## src/rtl/core/sfpc_pkg.sv

```systemverilog
// Package for the shape fill pixel coverage block: screen size, widths, codes,
// configuration and pipeline stage types. Depends on nothing.
package sfpc_pkg;

	localparam int SCREEN_WIDTH  = 128;
	localparam int SCREEN_HEIGHT = 128;

	localparam int COORD_W    = 7;
	localparam int ADDR_W     = 14;
	localparam int COLOR_W    = 16;
	localparam int GEOM_W     = 11;
	localparam int OFS_W      = GEOM_W + 1;
	localparam int MAG_W      = GEOM_W - 1;
	localparam int MAG2_W     = 2 * MAG_W;
	localparam int PROD_W     = 2 * MAG2_W;
	localparam int RAD_W      = GEOM_W - 2;
	localparam int RAD2_W     = 2 * RAD_W;
	localparam int CFG_IDX_W  = 3;
	localparam int CFG_DATA_W = 16;

	typedef enum logic [1:0] {
		MODE_CLEAR   = 2'd0,
		MODE_RECT    = 2'd1,
		MODE_ELLIPSE = 2'd2,
		MODE_ROUNDED = 2'd3
	} mode_t;

	typedef enum logic [CFG_IDX_W-1:0] {
		REG_SHAPE_MODE    = 3'd0,
		REG_ORIGIN_X      = 3'd1,
		REG_ORIGIN_Y      = 3'd2,
		REG_EXTENT_W      = 3'd3,
		REG_EXTENT_H      = 3'd4,
		REG_CORNER_RADIUS = 3'd5,
		REG_FILL_COLOR    = 3'd6
	} reg_idx_t;

	typedef struct packed {
		mode_t              mode;
		logic [GEOM_W-1:0]  ox;
		logic [GEOM_W-1:0]  oy;
		logic [GEOM_W-1:0]  w;
		logic [GEOM_W-1:0]  h;
		logic [GEOM_W-1:0]  cr;
		logic [COLOR_W-1:0] color;
	} cfg_t;

	typedef struct packed {
		logic               onscreen;
		mode_t              mode;
		logic [ADDR_W-1:0]  addr;
		logic [COLOR_W-1:0] word;
		logic               in_rect;
		logic               ell_ok;
		logic [MAG_W-1:0]   ai;
		logic [MAG_W-1:0]   aj;
		logic [OFS_W-1:0]   i;
		logic [OFS_W-1:0]   j;
		logic [RAD_W-1:0]   reff;
	} s1_t;

	typedef struct packed {
		logic               onscreen;
		mode_t              mode;
		logic [ADDR_W-1:0]  addr;
		logic [COLOR_W-1:0] word;
		logic               in_rect;
		logic               ell_ok;
		logic [MAG2_W-1:0]  ai2;
		logic [MAG2_W-1:0]  aj2;
		logic [MAG2_W-1:0]  rx2;
		logic [MAG2_W-1:0]  ry2;
		logic               corner;
		logic [RAD_W-1:0]   dx;
		logic [RAD_W-1:0]   dy;
		logic [RAD_W-1:0]   reff;
	} s2_t;

	typedef struct packed {
		logic               onscreen;
		mode_t              mode;
		logic [ADDR_W-1:0]  addr;
		logic [COLOR_W-1:0] word;
		logic               in_rect;
		logic               ell_ok;
		logic [PROD_W-1:0]  ell_a;
		logic [PROD_W-1:0]  ell_b;
		logic [PROD_W-1:0]  ell_r;
		logic               corner;
		logic [RAD2_W-1:0]  dx2;
		logic [RAD2_W-1:0]  dy2;
		logic [RAD2_W-1:0]  r2;
	} s3_t;

	function automatic logic [OFS_W-1:0] sext_ofs(input logic [GEOM_W-1:0] v);
		return {{(OFS_W-GEOM_W){v[GEOM_W-1]}}, v};
	endfunction

endpackage

```

## src/rtl/core/sfpc_square.sv

```systemverilog
// Second and third pipeline stages: squares of offsets and radii and the corner
// distances, then the ellipse cross products and corner squares. Uses sfpc_pkg.
module sfpc_square (
	input  logic          clk,
	input  logic          arst_n,
	input  logic          advance,
	input  logic          valid_s1,
	input  sfpc_pkg::s1_t data_s1,
	input  sfpc_pkg::cfg_t cfg,
	output logic          valid_s3,
	output sfpc_pkg::s3_t data_s3
);
	import sfpc_pkg::*;

	logic             valid_s2;
	s2_t              data_s2;
	s2_t              nxt2;
	s3_t              nxt3;
	logic [MAG_W-1:0] rx, ry;
	logic [OFS_W:0]   ie, je, we, he, re, dxf, dyf;
	logic             xlo, xhi, ylo, yhi;

	always_comb begin
		rx = cfg.w[MAG_W-1:0];
		ry = cfg.h[MAG_W-1:0];
		ie = {data_s1.i[OFS_W-1], data_s1.i};
		je = {data_s1.j[OFS_W-1], data_s1.j};
		we = {{(OFS_W+1-GEOM_W){cfg.w[GEOM_W-1]}}, cfg.w};
		he = {{(OFS_W+1-GEOM_W){cfg.h[GEOM_W-1]}}, cfg.h};
		re = {{(OFS_W+1-RAD_W){1'b0}}, data_s1.reff};
		xlo = $signed(ie) < $signed(re);
		xhi = $signed(ie) >= $signed(we - re);
		ylo = $signed(je) < $signed(re);
		yhi = $signed(je) >= $signed(he - re);
		dxf = xlo ? (re - ie - (OFS_W+1)'(1)) : (ie - we + re);
		dyf = ylo ? (re - je - (OFS_W+1)'(1)) : (je - he + re);

		nxt2.onscreen = data_s1.onscreen;
		nxt2.mode = data_s1.mode;
		nxt2.addr = data_s1.addr;
		nxt2.word = data_s1.word;
		nxt2.in_rect = data_s1.in_rect;
		nxt2.ell_ok = data_s1.ell_ok;
		nxt2.ai2 = MAG2_W'(data_s1.ai) * MAG2_W'(data_s1.ai);
		nxt2.aj2 = MAG2_W'(data_s1.aj) * MAG2_W'(data_s1.aj);
		nxt2.rx2 = MAG2_W'(rx) * MAG2_W'(rx);
		nxt2.ry2 = MAG2_W'(ry) * MAG2_W'(ry);
		nxt2.corner = (xlo || xhi) && (ylo || yhi);
		nxt2.dx = dxf[RAD_W-1:0];
		nxt2.dy = dyf[RAD_W-1:0];
		nxt2.reff = data_s1.reff;
	end

	always_comb begin
		nxt3.onscreen = data_s2.onscreen;
		nxt3.mode = data_s2.mode;
		nxt3.addr = data_s2.addr;
		nxt3.word = data_s2.word;
		nxt3.in_rect = data_s2.in_rect;
		nxt3.ell_ok = data_s2.ell_ok;
		nxt3.ell_a = PROD_W'(data_s2.ai2) * PROD_W'(data_s2.ry2);
		nxt3.ell_b = PROD_W'(data_s2.aj2) * PROD_W'(data_s2.rx2);
		nxt3.ell_r = PROD_W'(data_s2.rx2) * PROD_W'(data_s2.ry2);
		nxt3.corner = data_s2.corner;
		nxt3.dx2 = RAD2_W'(data_s2.dx) * RAD2_W'(data_s2.dx);
		nxt3.dy2 = RAD2_W'(data_s2.dy) * RAD2_W'(data_s2.dy);
		nxt3.r2 = RAD2_W'(data_s2.reff) * RAD2_W'(data_s2.reff);
	end

	always_ff @(posedge clk or negedge arst_n) begin
		if (!arst_n) begin
			valid_s2 <= 1'b0;
			valid_s3 <= 1'b0;
		end else if (advance) begin
			valid_s2 <= valid_s1;
			valid_s3 <= valid_s2;
		end
	end

	always_ff @(posedge clk) begin
		if (advance) begin
			data_s2 <= nxt2;
			data_s3 <= nxt3;
		end
	end

endmodule

```

## config.mk

```make
export PLATFORM = sky130hd
export DESIGN_NAME = sfpc_square
export DESIGN_NICKNAME = d
export VERILOG_FILES = /design/src/rtl/core/sfpc_pkg.sv /design/src/rtl/core/sfpc_square.sv
export SDC_FILE = /design/constraint.sdc
export NUM_CORES = 2
export LEC_CHECK = 0
export BUFFER_PORTS_ARGS = -buffer_cell sky130_fd_sc_hd__buf_4
export CAP_MARGIN = 10
export CORE_MARGIN = 2
export CORE_UTILIZATION = 60
export CTS_BUF_LIST = sky130_fd_sc_hd__clkbuf_2
export CTS_CLUSTER_SIZE = 14
export DETAILED_ROUTE_END_ITERATION = 6
export MAX_ROUTING_LAYER = met4
export PLACE_DENSITY = 0.78
export SLEW_MARGIN = 20
export SYNTH_ARGS = -nofsm -noshare
export SYNTH_HDL_FRONTEND = slang
export SYNTH_SLANG_ARGS = --single-unit
```

## constraint.sdc

```tcl
create_clock -name clk -period 18.1 [get_ports clk]
set_input_delay 1.81 -clock clk [delete_from_list [all_inputs] [get_ports clk]]
set_output_delay 1.81 -clock clk [all_outputs]
set_load 0.01 [all_outputs]
```

After elaboration in Yosys (flattened, before gate mapping)
Cells that the tools add are included.

storage, ports and cells
  memories kept = 0
  output and inout bits = 211
  bits in writable memories = 0
  bits of input ports = 165
  bits in registers = 355
  memory bits (read-only) = 0
  word-level logic and storage cells = 58
  latch bits = 0

operators by class
  $add $sub $neg = 10
  magnitude comparators = 4
  shift-type cells = 0
  multipliers = 10
  multiplexer cells = 2
  bitwise logic cells = 0
  div/mod/pow operators = 0
  equal/unequal tests = 0
  reductions and logical operators = 3

operator list
  kind                                                                 number
  20-bit by 20-bit multiplier with 40-bit output                       3
  10-bit by 10-bit multiplier with 20-bit output                       4
  9-bit by 9-bit multiplier with 18-bit output                         3
  9-bit subtractor                                                     4
  12-bit greater-or-equal comparator                                   2
  12-bit by 10-bit < comparator with 1-bit output                      2
  11-bit by 10-bit subtractor with 12-bit output                       2
  9-bit adder                                                          2
  9-bit two-way mux                                                    2
  9-bit by 1-bit subtractor with 9-bit output (second input constant)  2
  1-bit logical OR                                                     2
  1-bit logical AND                                                    1

Depth between registers and ports, before layout
  word-level depth = 4
  depth in mapped cells = 28

Least setup slack after synthesis
Ideal clock, no wire load.

  path kind = reg2reg
  from = register data_s2[53] in the netlist's numbering
  to = register data_s3[131] in the netlist's numbering, data pin
  setup time = 0.264 ns
  path slack = 11.229 ns
  cell stages (with the launch flop) = 26
  arrival time = 6.607 ns
  cell sequence = edfxtp_1 -> clkbuf_1 -> clkbuf_1 -> and2_1 -> fa_1 -> inv_1 -> fa_1 -> fa_1 -> fa_1 -> inv_1 -> fa_1 -> fa_1 -> inv_1 -> fa_1 -> inv_1 -> ha_1 -> a21o_1 -> a21o_1 -> a41o_1 -> o31ai_1 -> or3_1 -> a21oi_1 -> o31ai_1 -> nand2_1 -> a221oi_1 -> xnor2_1

RTL lines
  element                 RTL line           RTL
  from (decl)             sfpc_square.sv:16  s2_t data_s2;
  from (signal assigned)  sfpc_square.sv:82  data_s2 <= nxt2;
  to (signal assigned)    sfpc_square.sv:83  data_s3 <= nxt3;
  to (decl)               sfpc_square.sv:11  output sfpc_pkg::s3_t data_s3

==> summary.txt <==
RR Startpoint - data_s2[61]
leading area contributor after synthesis - fa_1
# hold bufs at CTS - 0
Placed Cells incl. Taps - 8502
Initial DRT Pass Iterations - 6
Slew HR - 33.7%
worst hold path class - in2async
Clock transition at path regs - 0.10 ns
crit-path max FO - 23
asr flop ratio synth - 0.580%
Main synth FF type - edfxtp_1
RSZ-0062 raised after global routing - no
worst reg2reg endpoint - data_s3[134]
top cell type's share of synthesized area - 35.4%
initial antenna violation count - 8
CTS tree - yes
status - completed
postcts setup bufs - 0
antenna viol nets, final - 0
post-cts sizing count - 0
Tmin final - 8.37 ns
Final Slew Violations - 0
critical path class - reg2reg
required time of the critical path - 19.17 ns
routability cong. - 0.904
DP Area - 0.0715 mm^2
clk root buf - clkbuf_2
sequential element share of the synthesized area - 15.3%
IO Port Bufs - 318
Ys Warns - 0
DRC viols - 0
WL per Instance - 17.4 um
slack of the worst reg-to-reg path - 9.73 ns
Die Wd - 340 um
Total Wirelength - 151000 um
I/O pin count - 376
Max-cap violations - 0
vias per cell - 5.47
Synth area leaders - fa_1 35%, ha_1 16%, edfxtp_1 15%, inv_1 7.9%, and2_1 7.8%
core region area - 0.112 mm^2
Area growth, synth to finish - 7.08%
total clock sinks - 345
number of flops mapped to enable cells by yosys - 343
final hold violations - 0
synthesized area per cell - 9.90 um^2
count of different cell masters after synthesis - 69
synthesized cell area - 0.0677 mm^2
First DRT Iteration DRCs - 2758
H-tree Lvls - 3
setup ws final - 9.73 ns
Arrival @ worst endpoint - 9.45 ns
fmax - 119 MHz
number of synthesized register bits - 345
share of layout cells above drive strength 1 - 7.67%
Overall Global Routing Usage - 28.4%
R2R cell count - 25
largest net degree at the start of global routing - 77
design area - 0.0725 mm^2
Final #Nets - 9338
Worst-Margin Slew - 0.995 ns
Post-Layout Cell Count - 8681
CP startpoint kind - register
setup TNS - 0 ns
vias in the first global route - 52290
Mapped Cells - 6839
HPWL Detailed - 116000 um
endpoints failing setup - 0
Crit. End Element - register
total vias in the final route - 47487
clock buffer depth - 3
clock skew - 0.198 ns
effective utilization at floorplan - 60.3%
Setup crit start - data_s2[61]
clk_lat worst skew - 1.42 ns
Site Rows - 123
fin crit share - 46.3%
Die Y - 340 um
grt total ovfl - 0
pre-CTS setup slack - 10.05 ns
first-pass GRT wire length - 257000 um
DIE AREA - 0.115 mm^2
clock buffer count from CTS - 97
==> area by class of cell <==
| type | instances | area, um^2 |
|---|---|---|
| multi-input cells | 4858 | 51200 |
| fillers | 8940 | 39700 |
| flip-flops and latches | 345 | 10300 |
| inverters | 1431 | 5370 |
| repair buffers | 368 | 2770 |
| well taps | 1500 | 1880 |
| clock buffers | 124 | 621 |
| clock inverters | 45 | 282 |
| diodes | 10 | 25.0 |
==> cells by family after synthesis <==
logic type      share of synthesized area, %
fa+ha+maj                               51.6
xor+xnor                                3.62
flops                                   15.3
compound gates                          5.92
other cells                           0.0111
simple gates                            14.0
mux                                    0.198
buf+inv                                 9.39
==> through the flow <==
stage	utilization (%)	hold slack (ns)
finish	64.6	0.193
global route	64.6	0.109
CTS	64.6	0.00563
detailed placement	63.8	0.405
global placement	63.8	0.400
floorplan	-	0.400
==> cell usage in the layout (no fill, tap or decap), drive strengths merged, types with 16 or more instances in the layout <==
cell type	netlist	routed
o21bai	40	40
o21ai	125	125
a21boi	20	20
inv	1431	1434
nand2	612	612
a31oi	23	23
edfxtp	343	343
nand2b	25	25
nor2b	57	57
o21a	20	20
and2	844	844
clkbuf	245	124
fa	1198	1198
clkinv	0	37
nor2	135	135
and3	26	26
buf	9	368
a211oi	16	16
a21oi	198	198
xnor2	200	200
a21o	92	92
nand3	51	51
xor2	80	80
ha	874	874
conb	2	51
nor3	28	28
==> worst max path at each step <==
stage / slack [ns] / end / depth (start not counted)
after floorplan: 11.23 / data_s3[131] / 25
after global placement: 9.93 / data_s3[134] / 24
after detailed placement: 10.05 / data_s3[134] / 25
after CTS: 9.85 / data_s3[134] / 25
after global routing: 9.44 / data_s3[134] / 25
final: 9.73 / data_s3[134] / 25
==> registers in the layout, indices dropped and copies added (netlist names) <==
name / count
valid_s2: 1
data_s2: 139
data_s3: 204
valid_s3: 1
==> per-layer routing <==
layer / vias up / routed length (um) / track usage (%)
li1: 21675 / - / -
met1: 23858 / 59300 / 34.2
met2: 1569 / 75500 / 47.4
met3: 385 / 10100 / 4.61
met4: 0 / 6270 / 12.3
met5: - / 0 / -
==> worst max-delay path, stage by stage, from the launching register on <==
cell and delay (ns):
edfxtp_1 0.94, buf_4 0.46, nand2_1 0.11, fa_1 0.51, inv_1 0.05, fa_1 0.51
inv_1 0.06, fa_1 0.53, inv_1 0.05, fa_1 0.49, fa_1 0.43, fa_1 0.55
inv_1 0.07, fa_1 0.47, inv_1 0.04, ha_1 0.33, a21oi_1 0.15, o21ai_0 0.11
a221oi_1 0.57, o221ai_1 0.36, o211a_1 0.34, o2111ai_1 0.25, a31oi_1 0.15, o21ai_0 0.24
a21oi_1 0.10, a31oi_1 0.18
==> synthesized netlist by cell type, types with 10 or more instances <==
cell / number
or3_1: 10
nand4_1: 13
o211ai_1: 11
nor3_1: 28
nor2_1: 135
ha_1: 874
and3_1: 26
o21ai_0: 122
edfxtp_1: 343
nand2b_1: 25
a31oi_1: 21
xor2_1: 80
clkbuf_1: 245
a21oi_1: 197
a21o_1: 92
o21a_1: 20
a211oi_1: 15
xnor2_1: 200
o31ai_1: 12
inv_1: 1431
mux2_2: 11
nand2_1: 611
o21bai_1: 40
nand3_1: 51
a21boi_0: 20
nor2b_1: 57
fa_1: 1198
a31o_2: 12
and2_1: 844
Power is not shown: default switching activity piles up to over one toggle a cycle in this logic, so the estimate is an artifact.
